$ cat config.mk
export PLATFORM = sky130hd
export DESIGN_NAME = salct_queue
export DESIGN_NICKNAME = d
export VERILOG_FILES = /design/src/sv/salct_pkg.sv /design/src/sv/salct_queue.sv
export SDC_FILE = /design/constraint.sdc
export NUM_CORES = 1
export LEC_CHECK = 0
export BUFFER_PORTS_ARGS = -buffer_cell sky130_fd_sc_hd__clkbuf_2
export CAP_MARGIN = 20
export CELL_PAD_IN_SITES_DETAIL_PLACEMENT = 1
export CELL_PAD_IN_SITES_GLOBAL_PLACEMENT = 2
export CORE_ASPECT_RATIO = 0.9
export CORE_UTILIZATION = 41
export DETAILED_ROUTE_END_ITERATION = 16
export PLACE_DENSITY_LB_ADDON = 0.1
export REMOVE_ABC_BUFFERS = 1
export SYNTH_ARGS = -nofsm -noshare
export SYNTH_HDL_FRONTEND = slang
export SYNTH_SLANG_ARGS = --single-unit
$ cat constraint.sdc
create_clock -name i_clk -period 14.43 [get_ports i_clk]
set_input_delay 1.443 -clock i_clk [delete_from_list [all_inputs] [get_ports i_clk]]
set_output_delay 1.443 -clock i_clk [all_outputs]
set_load 0.005 [all_outputs]
$ cat src/sv/salct_pkg.sv
// ----------------------------------------------------------------------------
// salct_pkg
// Shared types and constants of the set-associative cache tag engine.
// ----------------------------------------------------------------------------
package salct_pkg;

    localparam int SET_BITS_CAP = 8;
    localparam int CFG_IDX_W    = 2;
    localparam int CFG_DATA_W   = 4;
    localparam int WAYS_W       = 5;
    localparam int SFLD_W       = 8;
    localparam int TAG_W        = 32;
    localparam int STAMP_W      = 64;
    localparam int CNT_W        = 32;
    localparam int ADDR_W       = 32;

    localparam logic [CFG_IDX_W-1:0] CFG_SET_BITS    = 2'd0;
    localparam logic [CFG_IDX_W-1:0] CFG_OFFSET_BITS = 2'd1;
    localparam logic [CFG_IDX_W-1:0] CFG_WAYS        = 2'd2;

    typedef struct packed {
        logic              is_write;
        logic [TAG_W-1:0]  tag;
        logic [SFLD_W-1:0] set_field;
        logic [2:0]        ob;
        logic [3:0]        sb;
        logic [WAYS_W-1:0] ways;
        logic [ADDR_W-1:0] fill_addr;
    } t_item;

    typedef struct packed {
        logic [TAG_W-1:0]   tag;
        logic               valid;
        logic               dirty;
        logic [STAMP_W-1:0] stamp;
    } t_line;

    localparam int LINE_W = $bits(t_line);

    typedef struct packed {
        logic              hit;
        logic [2:0]        way;
        logic              fill_needed;
        logic [ADDR_W-1:0] fill_addr;
        logic              wb_needed;
        logic [ADDR_W-1:0] wb_addr;
        logic [CNT_W-1:0]  miss_total;
        logic [CNT_W-1:0]  dirty_total;
    } t_result;

    typedef enum logic [1:0] {
        S_IDLE,
        S_LOOK,
        S_MIN
    } t_bstate;

endpackage

$ cat src/sv/salct_queue.sv
// ----------------------------------------------------------------------------
// salct_queue
// Short queue of decoded accesses between front and back.
// ----------------------------------------------------------------------------
module salct_queue #(
    parameter int DEPTH = 2
) (
    input  logic             i_clk,
    input  logic             i_rst_n,
    input  logic             i_push,
    input  salct_pkg::t_item i_item,
    input  logic             i_pop,
    output salct_pkg::t_item o_item,
    output logic             o_full,
    output logic             o_empty
);
    import salct_pkg::*;

    localparam int PW = $clog2(DEPTH > 1 ? DEPTH : 2);
    localparam int CW = $clog2(DEPTH + 1);

    t_item          r_mem [DEPTH];
    logic [PW-1:0]  r_wp;
    logic [PW-1:0]  r_rp;
    logic [CW-1:0]  r_cnt;

    assign o_full  = (r_cnt == CW'(DEPTH));
    assign o_empty = (r_cnt == '0);
    assign o_item  = r_mem[r_rp];

    always_ff @(posedge i_clk) begin
        if (!i_rst_n) begin
            r_wp  <= '0;
            r_rp  <= '0;
            r_cnt <= '0;
        end else begin
            if (i_push) begin
                r_wp <= (r_wp == PW'(DEPTH - 1)) ? '0 : r_wp + 1'b1;
            end
            if (i_pop) begin
                r_rp <= (r_rp == PW'(DEPTH - 1)) ? '0 : r_rp + 1'b1;
            end
            if (i_push && !i_pop) begin
                r_cnt <= r_cnt + 1'b1;
            end else if (!i_push && i_pop) begin
                r_cnt <= r_cnt - 1'b1;
            end
        end
    end

    always_ff @(posedge i_clk) begin
        if (i_push) begin
            r_mem[r_wp] <= i_item;
        end
    end
endmodule

==> results.txt <==
Layout Skew: 0.00930 ns
First-pass GRT wire length: 18200 um
Status: finished clean
Antenna-violating nets left: 0
Largest net degree at the start of global routing: 67
Pre-CTS WS: 11.08 ns
H-tree Lvls: 4
Clk slew on worst S/H paths: 0.07 ns
Minimum clock period: 3.75 ns
Share of the synthesized area in the top cell type: 0.803
Clock latency on the worst-skew pair: 0.42 ns
Port Buffer Count: 175
# IOs: 176
Most frequent cells in the layout: 175 x clkbuf_2, 170 x edfxtp_1, 50 x mux2_1, 35 x mux2_2, 17 x clkbuf_16
Worst Path Arrival: 2.31 ns
Worst Hold Depth: 2
Mapped Avg Cell Area: 22.2 um^2
Crit path cell chain: buf_4, mux2_1, clkbuf_2
FF+latch count, synth: 175
Vias in the first global route: 3347
Crit path capture type: output pin
Initial antenna violation count: 0
R2R depth: 2
Setup repair after global routing missed its margin: false
Cells after Synth: 286
R2r startpoint: r_wp$_SDFFE_PN0P_
Post-DP HPWL: 7580 um
DIE WIDTH: 133 um
Final setup vio count: 0
Final layout net count: 565
DRC: 0
Startpoint types: flip-flop
Setup TNS: 0 ns
R2R Setup Slk: 12.44 ns
Top post-synthesis cells by area: edfxtp_1 80%, mux2_1 8.9%, mux2_2 6.2%, dfxtp_1 1.6%, buf_6 0.89%
GRT Total Usage: 0.154
Design area: 8060 um^2
Final period util: 0.260
CTS sink cnt: 175
Critical Path Fanout Max: 66
Reg2reg end: r_mem[1][30]$_DFFE_PP_
Placed instance area: 7450 um^2
Row cnt: 42
WHS: 0.529 ns
Tightest Pin Transition: 0.910 ns
Drt wl/cell: 17.0 um
CTS resizes: 0
Via density: 4.69
Crit path required time: 12.99 ns
Worst Setup Slack, final: 10.68 ns
Commonest non-fill, non-tap cell in the layout: clkbuf_2
Buf/Inv on CP: 2
Critical path's slowest cell: buf_4
Core ar.: 14900 um^2
Synth warn: 0
Synthesized area: 6360 um^2
Post-Route WL: 11700 um
Hold worst-path end: r_cnt[1]$_SDFFE_PN0P_
Final hold vios: 0
Clk root buf: clkbuf_16
HP Start: r_cnt[1]$_SDFFE_PN0P_
Max Cap Violations: 0
Distinct cells, synth: 18
Antenna diodes: 0
Chip Height: 120 um
Pre-Repair DR Iteration Count: 4
CP delay by family, top: buffers and inverters
Final Max Tran Viols: 0
Routability cong.: 0.677
Highest Clock Rate: 266 MHz
Gr ovfl total: 0
Post-CTS setup buffers: 0
Clock buffer depth: 2
Critical setup path kind: flip-flop to output pin
Hold buffers post-CTS: 0
Crit path largest cell delay: 0.75 ns
TritonCTS Buffers: 17
Die area: 16000 um^2
Leakage: 3.06 nW
Hold Path Class: flip-flop to flip-flop
Relative slew margins: 0.393
Initial Util: 0.426
Initial DRC count: 125
CTS tree: done
Routed via count: 3220
Max VDD drop: 161 uV
PD cells: 143 nW/um^2
Area Growth Syn to Fin: 26.7%
Fraction of layout cells with a size suffix above 1: 0.510
Seq/Total Area, Yosys: 0.819
Synth area leader: edfxtp_1
worst max path at each step:
stage	from	to	slack, ns	cells after the start
floorplan	i_push	r_mem[0][0]$_DFFE_PP_	8.70	1
global placement	flip-flop	o_item[46]	11.07	3
detailed placement	flip-flop	o_item[46]	11.08	3
CTS	flip-flop	o_item[46]	10.61	3
global route	flip-flop	o_item[46]	10.51	3
finish	flip-flop	o_item[46]	10.68	3
sequential cells by signal, summed over array words and instances, names as in the netlist, named ones only:
name and flops:
r_cnt 2, r_mem 170, r_rp 1, r_wp 1
synthesized netlist by cell type:
library cell	instances
o21ai_0	1
ha_1	1
o21a_1	1
xnor2_1	1
or3_1	1
mux2_2	35
mux2_1	50
a21boi_1	1
and2_1	4
nor2_1	1
dfxtp_1	5
inv_1	1
buf_4	1
buf_2	3
edfxtp_1	170
xor2_1	2
nor2b_1	3
buf_6	5
power by group:
part           internal [mW]  leakage, nW  total, mW  switching [mW]
Combinational         0.0483         1.14     0.0967          0.0484
Clock                  0.274        0.284      0.459           0.185
Sequential             0.587         1.64      0.595         0.00806
cell families after synthesis:
group,after synthesis,share of synthesized area
AOI/OAI and AO/OA,3,0.00315
xor gates and xnor gates,3,0.00413
adders and majority gates,1,0.00197
buffers and inverters,10,0.0130
DFF,175,0.819
muxes,85,0.151
and+or+nand+nor,9,0.00846
through the flow:
stage,util,cells,total power [mW]
final,0.540,686,1.15
after global routing,0.540,686,1.19
after CTS,0.540,686,1.17
after detailed placement,0.499,654,0.705
after global placement,0.499,654,0.702
after floorplan,-,277,0.654
per-layer routing:
layer	share of wire	global-route usage	up-vias
li1	-	-	1509
met1	0.42	0.186	1584
met2	0.48	0.248	115
met3	0.089	0.0684	12
met4	0.011	0.0511	0
met5	0	0	-
cell type report:
cell class,count,area (um^2)
fillers,1397,6870
multi-input cells,101,1080
inverters,1,3.75
clock buffers,21,480
repair buffers,179,906
clock inverters,11,129
well taps,198,248
flip-flops and latches,175,5210
tightest hold or removal path, delay by kind of cell, from the launching register on:
kind | cells | cell delay (ns)
flip-flops | 1 | 0.32
AO/OA/AOI/OAI | 2 | 0.16
(Power assumes the default switching activity.)
