<file path="config.mk">
export PLATFORM = sky130hd
export DESIGN_NAME = salct_ram
export DESIGN_NICKNAME = d
export VERILOG_FILES = /design/src/sv/salct_ram.sv
export SDC_FILE = /design/constraint.sdc
export NUM_CORES = 1
export LEC_CHECK = 0
export BUFFER_PORTS_ARGS = -buffer_cell sky130_fd_sc_hd__buf_4
export CORE_MARGIN = 1.5
export CORE_UTILIZATION = 30
export CTS_BUF_LIST = sky130_fd_sc_hd__clkbuf_8
export CTS_CLUSTER_DIAMETER = 30
export CTS_CLUSTER_SIZE = 14
export DETAILED_ROUTE_END_ITERATION = 8
export PLACE_DENSITY = 0.56
export RECOVER_POWER = 100
export SYNTH_ARGS = -nofsm -noshare
export SYNTH_HDL_FRONTEND = slang
export SYNTH_SLANG_ARGS = --single-unit
</file>
<file path="constraint.sdc">
create_clock -name i_clk -period 1.9 [get_ports i_clk]
set_input_delay 0.19 -clock i_clk [delete_from_list [all_inputs] [get_ports i_clk]]
set_output_delay 0.19 -clock i_clk [all_outputs]
set_load 0.01 [all_outputs]
</file>
<file path="src/sv/salct_ram.sv">
// ----------------------------------------------------------------------------
// salct_ram
// Generic single-write, single-read RAM with registered read data.
// ----------------------------------------------------------------------------
module salct_ram #(
    parameter int WIDTH = 8,
    parameter int DEPTH = 16
) (
    input  logic                                       i_clk,
    input  logic                                       i_we,
    input  logic [$clog2(DEPTH > 1 ? DEPTH : 2)-1:0]   i_waddr,
    input  logic [WIDTH-1:0]                           i_wdata,
    input  logic                                       i_re,
    input  logic [$clog2(DEPTH > 1 ? DEPTH : 2)-1:0]   i_raddr,
    output logic [WIDTH-1:0]                           o_rdata
);
    logic [WIDTH-1:0] r_mem [DEPTH];
    logic [WIDTH-1:0] r_rdata;

    always_ff @(posedge i_clk) begin
        if (i_we) begin
            r_mem[i_waddr] <= i_wdata;
        end
        if (i_re) begin
            r_rdata <= r_mem[i_raddr];
        end
    end

    assign o_rdata = r_rdata;
endmodule

</file>
==> results.ini, run 1 <==
[timing]
hold_viol_final=0
setup_viol=0
fmax_mhz=642
finClkSkew_ns=0.00937
fin_ws_ns=0.343
min_period_ns=1.56
fin_setup_tns_ns=0
tightestPinTransition_ns=0.752
maxSlewViolCount=0
fin_crit_sh=0.819
rsz0062_at_grt=false
slew_headroom=0.499

[setup_path]
cp_max_fo=1
worstPathArrival_ns=1.71
startpoint_type=flip-flop
crit_required_ns=2.06
crit_family=multiplexers
slowest_delay_ns=0.51
worstSetupPathType=reg -> reg
critPathCaptureType=flip-flop
path_cells=mux4_1, a22oi_1, nand2_1
cp_slowest_cell=mux4_1
cp_num_buf_inv=0

[global_routing]
grt_max_degree=21
grt.total_usage=0.123
antenna_found_initial=0
grt_pass1_wl_mm=15.7
grt_overflow=0
first_global_vias=2579

[route]
first_pass_iters=6
finalWirelength_mm=10.5
vias=2501
postRouteAntennaNets=0
viasPerCell=4.79
wl_per_cell_um=20.1
route.detailed.drc=0
drtIter0Drc=241

[clocking]
ctsHtreeMaxLevel=4
holdBufCountCts=0
cts_sinks=136
cts_tree=built
cts_root_buf=clkbuf_8
ctsResizeCount=0
cts_setup_buffers=0
clockBufferDepth=2
clkSlewWorstSetupHoldPaths_ns=0.08
cts_buffers=17
clock_latency_ns=0.43

[placement]
io_buffer_count=26
dp_hpwl_mm=6.62
gp_congestion=0.665
dp_cells=491
place_ws_ns=0.0937

[logic_synthesis]
ys_seq_area_frac=0.781
syn_nets=248
synth_warnings=0
netlist-cell-type-count=18
syn_inst=229
syn_area_um2=5230
synth_area_per_cell_um2=22.8
ys_seq_elements=136

[layout]
synthToLayoutAreaGrowth_pct=17.1
diodes=0
multi_input_area_um2=1060
nNetsFinal=304
fin_cells=522
n_fill_cell=1669
register_area_um2=4080
drive_gt1_frac=0.199

[floorplan]
io-pin-count=27
die_area_um2=18200
die_y_um=135
start_util=0.304
dieWidth_um=135
core.rowCount=48
fp.coreArea_um2=17200

[run]
max_cap_violations=0

[outcome]
status=completed

[pwr]
power_density_nw_per_um2=1040
p_leak_uw=0.00194
irDropWorstVdd_uv=555

[min_path]
hold_path_class=in -> reg

[state kept, by name (all words and copies together) (netlist names)]
name     count
r_mem      128
o_rdata      8
[layout make-up]
type	count	share of cell area
clock buffer	17	0.0382
multi-input combinational	83	0.173
timing repair buffer	47	0.0417
sequential	136	0.667
tap	225	0.0460
clock inverter	14	0.0339
[logic make-up (layout without fill, tap and decap cells)]
logic type             after synthesis  in the layout  share of synthesized area
buffers and inverters               10             78                     0.0165
and+or+nand+nor                     35             35                     0.0314
AOI/OAI and AO/OA                   16             16                     0.0230
DFF                                136            136                      0.781
muxes                               32             32                      0.148
[final timing paths]
path	from	end	slack (ns)	cells past startpoint
worst min-delay path	i_wdata[1]	r_mem[10][1]	0.27	1
worst max register to register	r_mem[1][0]	o_rdata[0]	0.34	3
worst max-delay path	r_mem[1][0]	o_rdata[0]	0.34	3
worst min register to register	r_mem[7][6]	o_rdata[6]	0.75	3
[report_power, final]
| group | internal [µW] | switching, µW | leakage, µW |
|---|---|---|---|
| Clock | 1550 | 1080 | 0.000228 |
| Sequential | 3380 | 20.1 | 0.00124 |
| Combinational | 129 | 182 | 0.000479 |
[through the flow]
| step | instance area [µm²] | power [µW] | hold slack [ns] | util |
|---|---|---|---|---|
| floorplan | 5230 | 3630 | 0.289 | - |
| global placement | 5810 | 3800 | 0.496 | 0.338 |
| detailed placement | 5810 | 3810 | 0.505 | 0.338 |
| CTS | 6250 | 6410 | 0.0413 | 0.364 |
| global route | 6120 | 6540 | 0.283 | 0.356 |
| finish | 6120 | 6340 | 0.270 | 0.356 |
[cell usage after synthesis]
library cell     number  area, µm²
mux4_1               14        368
a22oi_1              16        120
nand3_1               1       5.00
mux4_2               18        405
nor2_1               13       48.8
buf_4                 1       7.51
buf_2                 3       15.0
clkdlybuf4s25_2       3       30.0
edfxtp_1            136       4080
nand2_1               9       33.8
nand3b_1              2       15.0
buf_6                 3       33.8
nor2b_1               1       6.26
nor3_1                4       20.0
and2b_1               1       7.51
nand2b_1              2       12.5
and2_1                1       6.26
or3b_2                1       8.76
[layout by cell type (no fill, tap or decap)]
master       n
and2b_1      1
nor2b_1      1
bufinv_16    5
nand3_1      1
nor2_1      13
clkinv_1     1
edfxtp_1   136
nand2_1      9
and2_1       1
clkinv_4     4
clkbuf_8    17
nor3_1       4
nand2b_1     2
buf_12       3
mux4_1      14
clkinv_2     3
a22oi_1     16
nand3b_1     2
clkbuf_1    36
buf_4        8
or3b_2       1
mux4_2      18
inv_1        1
[layer usage]
| metal | routed length [µm] | global-route usage | share of wire | vias up |
|---|---|---|---|---|
| li1 | - | - | - | 1093 |
| met2 | 4980 | 0.191 | 0.48 | 57 |
| met1 | 4960 | 0.170 | 0.47 | 1347 |
| met5 | 0 | 0 | 0 | - |
| met3 | 498 | 0.0424 | 0.048 | 4 |
| met4 | 46 | 0.0251 | 0.0044 | 0 |
Power figures use the tool's default switching activity.
==> run 2, diff against run 1 <==
--- a/config.mk
+++ b/config.mk
@@ -12,7 +12,7 @@
 export CTS_CLUSTER_DIAMETER = 30
 export CTS_CLUSTER_SIZE = 14
 export DETAILED_ROUTE_END_ITERATION = 8
-export PLACE_DENSITY = 0.56
+export PLACE_DENSITY = 0.57
 export RECOVER_POWER = 100
 export SYNTH_ARGS = -nofsm -noshare
 export SYNTH_HDL_FRONTEND = slang
==> constraint.sdc (replaced) <==
create_clock -name i_clk -period 1.3 [get_ports i_clk]
set_input_delay 0.13 -clock i_clk [delete_from_list [all_inputs] [get_ports i_clk]]
set_output_delay 0.13 -clock i_clk [all_outputs]
set_load 0.01 [all_outputs]
==> run 2 against run 1 <==
The run now ends with setup timing left. Global-route usage is 0.17 points lower. Final cell count grew 4.6%. Sequential share of layout area fell by 2.1 points. Utilization up 1.2 points. Critical path type unchanged.
==> results.ini, run 2 (synthesis gave the netlist of run 1 again) <==
[route]
finalWirelength_mm=10.3
first_pass_iters=4
vias=2497
viasPerCell=4.57
drtIter0Drc=205
postRouteAntennaNets=0
route.detailed.drc=0
wl_per_cell_um=18.8

[clocking]
ctsHtreeMaxLevel=4
cts_sinks=136
cts_tree=built
clockBufferDepth=2
cts_root_buf=clkbuf_8
cts_buffers=17
clkSlewWorstSetupHoldPaths_ns=0.07
clock_latency_ns=0.43
cts_setup_buffers=0

[floorplan]
io-pin-count=27
die_y_um=135
core.rowCount=48
start_util=0.304
fp.coreArea_um2=17200
die_area_um2=18200
dieWidth_um=135

[global_routing]
first_global_vias=2655
grt_overflow=0
antenna_found_initial=0
grt_pass1_wl_mm=15.7
grt.total_usage=0.122
grt_max_degree=17

[setup_path]
worstSetupPathType=reg -> reg
critPathCaptureType=flip-flop
cp_max_fo=1
slowest_delay_ns=0.49
crit_family=multiplexers
worstPathArrival_ns=1.64
cp_slowest_cell=mux4_2
startpoint_type=flip-flop
path_cells=mux4_2, a22oi_2, nand2_1
crit_required_ns=1.46
cp_num_buf_inv=0

[timing]
maxSlewViolCount=0
rsz0062_at_grt=true
fin_setup_tns_ns=-1.01
fin_hold_ws_ns=0.250
setup_viol=8
fin_crit_sh=1.14
finClkSkew_ns=0.00643
fin_ws_ns=-0.176
tightestPinTransition_ns=0.879
hold_viol_final=0
fmax_mhz=678
min_period_ns=1.48
slew_headroom=0.413

[layout]
largest_register_ffs=128
diodes=0
register_area_um2=4080
drive_gt1_frac=0.315
synthToLayoutAreaGrowth_pct=20.9
n_fill_cell=1645
fin_cells=546
regMostFlops=r_mem
layout_commonest_cell=edfxtp_1
final_core_util=0.368
mostFrequentLayoutCells=edfxtp_1 (136), clkbuf_1 (34), mux4_2 (32)
multi_input_area_um2=1040
nNetsFinal=327

[placement]
place_ws_ns=-0.407
dp_hpwl_mm=6.94
dp_cells=510
gp_congestion=0.779
io_buffer_count=26

[pwr]
irDropWorstVdd_uv=614
power_density_nw_per_um2=1470
p_leak_uw=0.00199

[outcome]
status=complete, but fails checks
violations=setup timing

[run]
max_cap_violations=0

[min_path]
hold_path_class=in -> reg

-- run 2: worst paths after layout --
| kind | from | end | slack (ns) | depth (start not counted) |
|---|---|---|---|---|
| worst max-delay path | r_mem[3][2] | o_rdata[2] | -0.18 | 3 |
| worst max register to register | r_mem[3][2] | o_rdata[2] | -0.18 | 3 |
| worst min register to register | r_mem[14][4] | o_rdata[4] | 0.76 | 3 |
| worst min-delay path | i_wdata[5] | r_mem[5][5] | 0.25 | 1 |
-- run 2: repair_timing --
| item | 4_1_cts | 5_1_grt |
|---|---|---|
| endpoints found under the setup margin | 8 | 8 |
| hold buffers | 5 | 0 |
| pin swaps | 3 | 1 |
| gates resized for setup | 6 | 3 |
| hold endpoints to repair | 57 | 0 |
-- run 2: area by class of cell --
cell class                 count  area share
multi-input combinational     83       0.165
timing repair buffer          70      0.0741
clock inverter                15      0.0331
tap                          225      0.0446
clock buffer                  17      0.0370
sequential                   136       0.646
-- run 2: where the power goes --
part / leakage [µW] / total [µW] / internal [µW] / switching (µW)
Sequential: 0.00124 / 4960 / 4940 / 24.2
Combinational: 0.000548 / 543 / 249 / 294
Clock: 0.000210 / 3800 / 2250 / 1540
Total: 0.00199 / 9300 / 7440 / 1860
-- run 2: routing by layer --
layer  global-route usage  vias up  wire length, µm
met5                    0        -                0
met4               0.0412        0               91
met3               0.0364       11              430
met2                0.188       59             4890
met1                0.164     1304             4860
li1                     -     1123                -
-- run 2: through the flow --
step / area (µm²) / power [µW]
detailed placement: 5960 / 5630
global route: 6320 / 9620
finish: 6320 / 9300
CTS: 6470 / 9420
global placement: 5960 / 5610
floorplan: 5230 / 5330
