**config.mk**
```make
export PLATFORM = sky130hd
export DESIGN_NAME = salct_back
export DESIGN_NICKNAME = d
export VERILOG_FILES = /design/src/sv/salct_pkg.sv /design/src/sv/salct_back.sv
export SDC_FILE = /design/constraint.sdc
export NUM_CORES = 2
export LEC_CHECK = 0
export BUFFER_PORTS_ARGS = -buffer_cell sky130_fd_sc_hd__buf_2
export CORE_AREA = 2 2 704 706
export CTS_BUF_LIST = sky130_fd_sc_hd__clkbuf_8
export DETAILED_ROUTE_END_ITERATION = 6
export DIE_AREA = 0 0 706 708
export PLACE_DENSITY = 0.4
export SYNTH_ARGS = -nofsm -noshare
export SYNTH_HDL_FRONTEND = slang
export SYNTH_SLANG_ARGS = --single-unit
```
**constraint.sdc**
```tcl
create_clock -name i_clk -period 57.2 [get_ports i_clk]
set_input_delay 5.72 -clock i_clk [delete_from_list [all_inputs] [get_ports i_clk]]
set_output_delay 5.72 -clock i_clk [all_outputs]
set_load 0.02 [all_outputs]
```
**src/sv/salct_pkg.sv**
```systemverilog
// ----------------------------------------------------------------------------
// salct_pkg
// Shared types and constants of the set-associative cache tag engine.
// ----------------------------------------------------------------------------
package salct_pkg;

    localparam int SET_BITS_CAP = 8;
    localparam int CFG_IDX_W    = 2;
    localparam int CFG_DATA_W   = 4;
    localparam int WAYS_W       = 5;
    localparam int SFLD_W       = 8;
    localparam int TAG_W        = 32;
    localparam int STAMP_W      = 64;
    localparam int CNT_W        = 32;
    localparam int ADDR_W       = 32;

    localparam logic [CFG_IDX_W-1:0] CFG_SET_BITS    = 2'd0;
    localparam logic [CFG_IDX_W-1:0] CFG_OFFSET_BITS = 2'd1;
    localparam logic [CFG_IDX_W-1:0] CFG_WAYS        = 2'd2;

    typedef struct packed {
        logic              is_write;
        logic [TAG_W-1:0]  tag;
        logic [SFLD_W-1:0] set_field;
        logic [2:0]        ob;
        logic [3:0]        sb;
        logic [WAYS_W-1:0] ways;
        logic [ADDR_W-1:0] fill_addr;
    } t_item;

    typedef struct packed {
        logic [TAG_W-1:0]   tag;
        logic               valid;
        logic               dirty;
        logic [STAMP_W-1:0] stamp;
    } t_line;

    localparam int LINE_W = $bits(t_line);

    typedef struct packed {
        logic              hit;
        logic [2:0]        way;
        logic              fill_needed;
        logic [ADDR_W-1:0] fill_addr;
        logic              wb_needed;
        logic [ADDR_W-1:0] wb_addr;
        logic [CNT_W-1:0]  miss_total;
        logic [CNT_W-1:0]  dirty_total;
    } t_result;

    typedef enum logic [1:0] {
        S_IDLE,
        S_LOOK,
        S_MIN
    } t_bstate;

endpackage

```
**src/sv/salct_back.sv**
```systemverilog
// ----------------------------------------------------------------------------
// salct_back
// Set lookup, hit detect, lru victim search and row update for one access.
// ----------------------------------------------------------------------------
module salct_back #(
    parameter int MAX_WAYS   = 8,
    parameter int MAX_SETS   = 256,
    parameter int ADDR_WIDTH = 32
) (
    input  logic                                            i_clk,
    input  logic                                            i_rst_n,
    input  logic                                            i_empty,
    input  salct_pkg::t_item                                i_item,
    output logic                                            o_pop,
    output logic                                            o_ram_re,
    output logic [$clog2(MAX_SETS > 1 ? MAX_SETS : 2)-1:0]  o_ram_raddr,
    input  logic [MAX_WAYS*salct_pkg::LINE_W-1:0]           i_ram_rdata,
    output logic                                            o_ram_we,
    output logic [$clog2(MAX_SETS > 1 ? MAX_SETS : 2)-1:0]  o_ram_waddr,
    output logic [MAX_WAYS*salct_pkg::LINE_W-1:0]           o_ram_wdata,
    output logic                                            o_valid,
    output salct_pkg::t_result                              o_res
);
    import salct_pkg::*;

    localparam int SET_W = $clog2(MAX_SETS > 1 ? MAX_SETS : 2);
    localparam int WAY_W = $clog2(MAX_WAYS > 1 ? MAX_WAYS : 2);
    localparam int LV    = $clog2(MAX_WAYS);
    localparam int NP    = 1 << LV;
    localparam int LVL_W = $clog2(LV + 1 > 1 ? LV + 1 : 2);
    localparam logic [ADDR_W-1:0] AMASK = (ADDR_WIDTH >= ADDR_W) ? '1 :
        ADDR_W'((64'd1 << ADDR_WIDTH) - 64'd1);

    logic [SET_W-1:0] set_tab [2**SFLD_W];

    for (genvar g = 0; g < 2**SFLD_W; g++) begin : g_tab
        assign set_tab[g] = SET_W'(g % MAX_SETS);
    end

    t_bstate                     r_state, n_state;
    t_item                       r_item, n_item;
    logic [SET_W-1:0]            r_set, n_set;
    t_line [MAX_WAYS-1:0]        r_row, n_row;
    logic                        r_hit, n_hit;
    logic [WAY_W-1:0]            r_hway, n_hway;
    logic                        r_anyinv, n_anyinv;
    logic [WAY_W-1:0]            r_iway, n_iway;
    logic [STAMP_W-1:0]          r_cs [NP];
    logic [STAMP_W-1:0]          n_cs [NP];
    logic [WAY_W-1:0]            r_cw [NP];
    logic [WAY_W-1:0]            n_cw [NP];
    logic [NP-1:0]               r_ce, n_ce;
    logic [LVL_W-1:0]            r_lvl, n_lvl;
    logic [STAMP_W-1:0]          r_acc, n_acc;
    logic [CNT_W-1:0]            r_miss, n_miss;
    logic [CNT_W-1:0]            r_dirty, n_dirty;
    logic [MAX_SETS-1:0]         r_row_ok, n_row_ok;
    logic                        r_valid, n_valid;
    t_result                     r_res, n_res;

    t_line [MAX_WAYS-1:0]        rd_row;
    t_line [MAX_WAYS-1:0]        lk_row;
    logic [MAX_WAYS-1:0]         lk_en;
    logic                        lk_hit;
    logic [WAY_W-1:0]            lk_hway;
    logic                        lk_inv;
    logic [WAY_W-1:0]            lk_iway;
    logic [WAY_W-1:0]            f_way;
    t_line                       f_vic;
    t_line                       f_new;
    logic                        f_wb;
    logic [4:0]                  f_shamt;
    logic [STAMP_W-1:0]          f_stamp;
    t_line [MAX_WAYS-1:0]        f_row;

    assign rd_row = i_ram_rdata;

    // lookup on the row just read
    always_comb begin
        lk_hit  = 1'b0;
        lk_hway = '0;
        lk_inv  = 1'b0;
        lk_iway = '0;
        for (int w = 0; w < MAX_WAYS; w++) begin
            lk_row[w] = rd_row[w];
            if (!r_row_ok[r_set]) begin
                lk_row[w].valid = 1'b0;
                lk_row[w].dirty = 1'b0;
                lk_row[w].stamp = '0;
            end
            lk_en[w] = (WAYS_W'(w) < r_item.ways);
        end
        for (int w = MAX_WAYS - 1; w >= 0; w--) begin
            if (lk_en[w] && lk_row[w].valid && lk_row[w].tag == r_item.tag) begin
                lk_hit  = 1'b1;
                lk_hway = WAY_W'(w);
            end
            if (lk_en[w] && !lk_row[w].valid) begin
                lk_inv  = 1'b1;
                lk_iway = WAY_W'(w);
            end
        end
    end

    // final update of the chosen way
    always_comb begin
        f_way   = r_hit ? r_hway : (r_anyinv ? r_iway : r_cw[0]);
        f_vic   = r_row[f_way];
        f_wb    = !r_hit && f_vic.valid && f_vic.dirty;
        f_shamt = 5'(r_item.ob) + 5'(r_item.sb);
        f_stamp = r_acc + 1'b1;
        if (r_hit) begin
            f_new       = f_vic;
            f_new.dirty = f_vic.dirty | r_item.is_write;
            f_new.stamp = f_stamp;
        end else begin
            f_new.tag   = r_item.tag;
            f_new.valid = 1'b1;
            f_new.dirty = r_item.is_write;
            f_new.stamp = f_stamp;
        end
        f_row        = r_row;
        f_row[f_way] = f_new;
    end

    always_comb begin
        n_state  = r_state;
        n_item   = r_item;
        n_set    = r_set;
        n_row    = r_row;
        n_hit    = r_hit;
        n_hway   = r_hway;
        n_anyinv = r_anyinv;
        n_iway   = r_iway;
        n_cs     = r_cs;
        n_cw     = r_cw;
        n_ce     = r_ce;
        n_lvl    = r_lvl;
        n_acc    = r_acc;
        n_miss   = r_miss;
        n_dirty  = r_dirty;
        n_row_ok = r_row_ok;
        n_valid  = 1'b0;
        n_res    = r_res;
        o_pop       = 1'b0;
        o_ram_re    = 1'b0;
        o_ram_raddr = set_tab[i_item.set_field];
        o_ram_we    = 1'b0;
        o_ram_waddr = r_set;
        o_ram_wdata = f_row;
        case (r_state)
            S_IDLE: begin
                if (!i_empty) begin
                    o_pop    = 1'b1;
                    o_ram_re = 1'b1;
                    n_item   = i_item;
                    n_set    = set_tab[i_item.set_field];
                    n_state  = S_LOOK;
                end
            end
            S_LOOK: begin
                n_row    = lk_row;
                n_hit    = lk_hit;
                n_hway   = lk_hway;
                n_anyinv = lk_inv;
                n_iway   = lk_iway;
                for (int i = 0; i < NP; i++) begin
                    if (i < MAX_WAYS) begin
                        n_cs[i] = lk_row[i].stamp;
                        n_ce[i] = lk_en[i];
                    end else begin
                        n_cs[i] = '0;
                        n_ce[i] = 1'b0;
                    end
                    n_cw[i] = WAY_W'(i);
                end
                n_lvl   = '0;
                n_state = S_MIN;
            end
            S_MIN: begin
                if (r_lvl != LVL_W'(LV)) begin
                    for (int i = 0; i < NP / 2; i++) begin
                        if (r_ce[2*i+1] && (!r_ce[2*i] || r_cs[2*i+1] < r_cs[2*i])) begin
                            n_cs[i] = r_cs[2*i+1];
                            n_cw[i] = r_cw[2*i+1];
                            n_ce[i] = 1'b1;
                        end else begin
                            n_cs[i] = r_cs[2*i];
                            n_cw[i] = r_cw[2*i];
                            n_ce[i] = r_ce[2*i];
                        end
                    end
                    n_lvl = r_lvl + 1'b1;
                end else begin
                    o_ram_we          = 1'b1;
                    n_row_ok[r_set]   = 1'b1;
                    n_acc             = f_stamp;
                    n_miss            = r_miss + CNT_W'(!r_hit);
                    n_dirty           = r_dirty + CNT_W'(f_wb);
                    n_valid           = 1'b1;
                    n_res.hit         = r_hit;
                    n_res.way         = 3'(f_way);
                    n_res.fill_needed = !r_hit;
                    n_res.fill_addr   = r_hit ? '0 : r_item.fill_addr;
                    n_res.wb_needed   = f_wb;
                    n_res.wb_addr     = f_wb ? (((f_vic.tag << f_shamt) |
                        (ADDR_W'(r_item.set_field) << r_item.ob)) & AMASK) : '0;
                    n_res.miss_total  = n_miss;
                    n_res.dirty_total = n_dirty;
                    n_state           = S_IDLE;
                end
            end
            default: n_state = S_IDLE;
        endcase
    end

    always_ff @(posedge i_clk) begin
        if (!i_rst_n) begin
            r_state  <= S_IDLE;
            r_lvl    <= '0;
            r_acc    <= '0;
            r_miss   <= '0;
            r_dirty  <= '0;
            r_row_ok <= '0;
            r_valid  <= 1'b0;
        end else begin
            r_state  <= n_state;
            r_lvl    <= n_lvl;
            r_acc    <= n_acc;
            r_miss   <= n_miss;
            r_dirty  <= n_dirty;
            r_row_ok <= n_row_ok;
            r_valid  <= n_valid;
        end
    end

    always_ff @(posedge i_clk) begin
        r_item   <= n_item;
        r_set    <= n_set;
        r_row    <= n_row;
        r_hit    <= n_hit;
        r_hway   <= n_hway;
        r_anyinv <= n_anyinv;
        r_iway   <= n_iway;
        r_cs     <= n_cs;
        r_cw     <= n_cw;
        r_ce     <= n_ce;
        r_res    <= n_res;
    end

    assign o_valid = r_valid;
    assign o_res   = r_res;
endmodule

```
==> impl_results.md <==
- Compound-cell area share of the yosys netlist: 0.128
- Clk sink count: 1674
- Min Hold Slack: 0.459 ns
- Clock slew at reported path FFs: 0.06 ns
- Slew headroom: -0.100
- Max VDD drop: 0.0154 mV
- RSZ-0062 raised after global routing: no
- Largest family of logic cells by synthesized area: simple AND/OR/NAND/NOR gates
- Status: complete, but fails checks
- Leakage: 45.5 nW
- Top FF cell, synth: edfxtp_1
- Commonest cells after routing, fill and taps aside: buf_2, nand2_1, edfxtp_1, o21ai_0, and2_1
- Top Ports: 1810
- First-pass GRT wire length: 841000 um
- Final WL: 669000 um
- 1st-iter DRT viols: 9858
- Fin. Hold Viols: 0
- Max Cap Violations: 3
- Worst slack at placement: 44.40 ns
- Placement Rows: 258
- Synth top area cells: edfxtp_1, dfxtp_1, nand2_1
- FF-to-FF setup slack: 49.00 ns
- Synth area leader: edfxtp_1
- Number of global-route vias before repair: 78700
- Final Power: 3.48 mW
- Unique cell type count in the Yosys netlist: 92
- Mapped Nets: 9987
- Via density: 4.80
- Initial Util: 0.182
- Commonest non-fill, non-tap cell in the layout: buf_2
- Setup crit end kind: output port
- Post-synthesis simple-gate area fraction: 0.177
- Worst EP required: 51.48 ns
- Post-cts resize count: 0
- Share of cells above drive strength 1: 0.260
- GPL Wtd Cong: 1.02
- Final setup viols: 0
- Xor and xnor area share after synthesis: 0.0449
- FF-to-FF path depth: 21
- Final cycle utilization of the critical path: 0.223
- Fraction of registers with async set/reset: 0
- Antenna violations before repair: 310
- Slew Limit Fails: 20
- Reg2reg end: r_dirty[30]
- Worst Skew: 0.124 ns
- Synth Area in Adders: 0.0366
- Critical path arrival: 7.05 ns
- CP startpoint kind: register
- Violated checks: DRC, capacitance limit, slew limit
- Reg2Reg Launch Point: r_hit
- Synthesis-stage register bit count: 1674
- Pin count of the biggest net entering global routing: 165
- Post-Synthesis Cells: 8853
- Core Area: 0.492 sq mm
- CTS Buffer Depth: 4
- DIE AREA: 0.500 sq mm
- Syn avg cell area: 10.1 sq um
- First-pass DRT Iterations: 7
- Fmax: 78.3 MHz
- Crit path time final: 12.77 ns
- Clk root buf: clkbuf_8
- Setup TNS: 0 ns
- Post-synth top area share: 0.430
- Skew-Pair Late Insertion Delay: 1.17 ns
- Hold/Removal Path Class: register to register
- TritonCTS Buffers: 352
- Yosys Warn Count: 0
- Setup bufs post-CTS: 0
- GR Overflow Total: 0
- Worst hold path stage count: 1
- Number of flops mapped to enable cells by yosys: 1285
- Final WS setup: 44.43 ns
- Port bufs: 1809
- CP Capture Point: o_ram_wdata[171]
- Kind of critical path: register to output port
- GRT Resource Usage Total: 0.255
- CTS tree: built
- Hold buffer count at CTS: 0
- CP max FO: 48
- DP Wirelength: 536000 um
- Mux contribution to synthesized area: 0.0557
- Seq/Total Area, Yosys: 0.516
- Routed WL per cell: 38.0 um
- Routed via count: 84500
- Mapped cell area: 0.0898 sq mm
- Layout net count: 11800
- Htree depth: 5
- PD cells: 30.6 mW/mm^2
- DRC: 15
- Die X: 706 um
- Area Growth Syn to Fin: 26.9%
- Fin util: 0.232
- Die H: 708 um
- Post-route ant nets: 0
- CP Launch Point: r_hit
- Worst Tran Pin Value: 1.65 ns
-- power by group --
group	total, mW	leakage (nW)	switching, mW	internal [mW]
Sequential	1.46	15.1	0.0669	1.39
Clock	1.28	3.77	0.649	0.628
Combinational	0.751	26.7	0.543	0.208
Total	3.48	45.5	1.26	2.22
-- cell usage after synthesis (all sizes together), types with 209 or more instances --
| cell | count |
|---|---|
| a21oi | 315 |
| and2 | 626 |
| clkbuf | 520 |
| dfxtp | 389 |
| edfxtp | 1285 |
| ha | 261 |
| inv | 291 |
| mux2i | 219 |
| nand2 | 1391 |
| nand3 | 269 |
| nor2 | 288 |
| nor2b | 221 |
| o21ai | 877 |
| xnor2 | 209 |
| xor2 | 252 |
-- through the flow --
stage,cell area (sq um),instances
after global placement,107000,16800
after CTS,114000,17400
after detailed placement,107000,16800
after floorplan,89800,8853
after global routing,114000,17500
final,114000,17600
-- how the worst min path moves through the flow --
stage | from | endpoint | slack, ns
2_1_floorplan | r_row_ok[222] | r_row_ok[222] | 0.44
4_1_cts | r_row_ok[255] | r_row_ok[255] | 0.46
6_report | r_row_ok[255] | r_row_ok[255] | 0.46
3_5_place_dp | r_row_ok[255] | r_row_ok[255] | 0.45
3_3_place_gp | r_row_ok[143] | r_row_ok[143] | 0.44
5_1_grt | r_row_ok[143] | r_row_ok[143] | 0.48
-- registers in the layout (all words and copies together), names as in the netlist, 3 cells and up --
register / cells
r_row: 528
r_cw: 10
r_row_ok: 256
r_iway: 3
r_dirty: 32
r_hway: 3
r_ce: 8
r_miss: 32
r_acc: 64
o_res: 134
r_cs: 512
r_item: 85
-- layer usage --
| layer | GRT usage | part of all wire |
|---|---|---|
| met1 | 0.325 | 0.41 |
| met4 | 0.106 | 0.049 |
| met5 | 0 | 0.0015 |
| met3 | 0.0899 | 0.10 |
| met2 | 0.392 | 0.44 |
-- cell type report --
type                       instances  area, sq um
timing repair buffer            2071        11200
clock buffer                     372         5120
antenna                          160          400
multi-input combinational       6254        40300
fill                           54200       378000
clock inverter                   262         1340
sequential                      1674        46400
tap                             6500         8130
inverter                         294         1120
-- kinds of logic after synthesis --
| family | count (synthesis) |
|---|---|
| flip-flops | 1674 |
| multiplexers | 391 |
| buffers and inverters | 925 |
| AND/OR/NAND/NOR | 3263 |
| adder cells (fa/ha/maj) | 262 |
| XOR/XNOR | 461 |
| AO/OA/AOI/OAI | 1877 |
-- critical path, cell delays in order, from the launching register on --
cell	delay [ns]
edfxtp_1	0.35
buf_4	0.32
nand2b_1	0.33
o21ai_4	0.17
inv_4	0.47
buf_4	0.63
buf_4	0.56
nor2_2	0.16
a221oi_1	0.38
o22a_1	0.52
nor2_1	0.09
a21oi_1	1.25
o21ai_0	0.30
buf_2	0.24
Note: power is estimated with default switching activity, not from simulation.
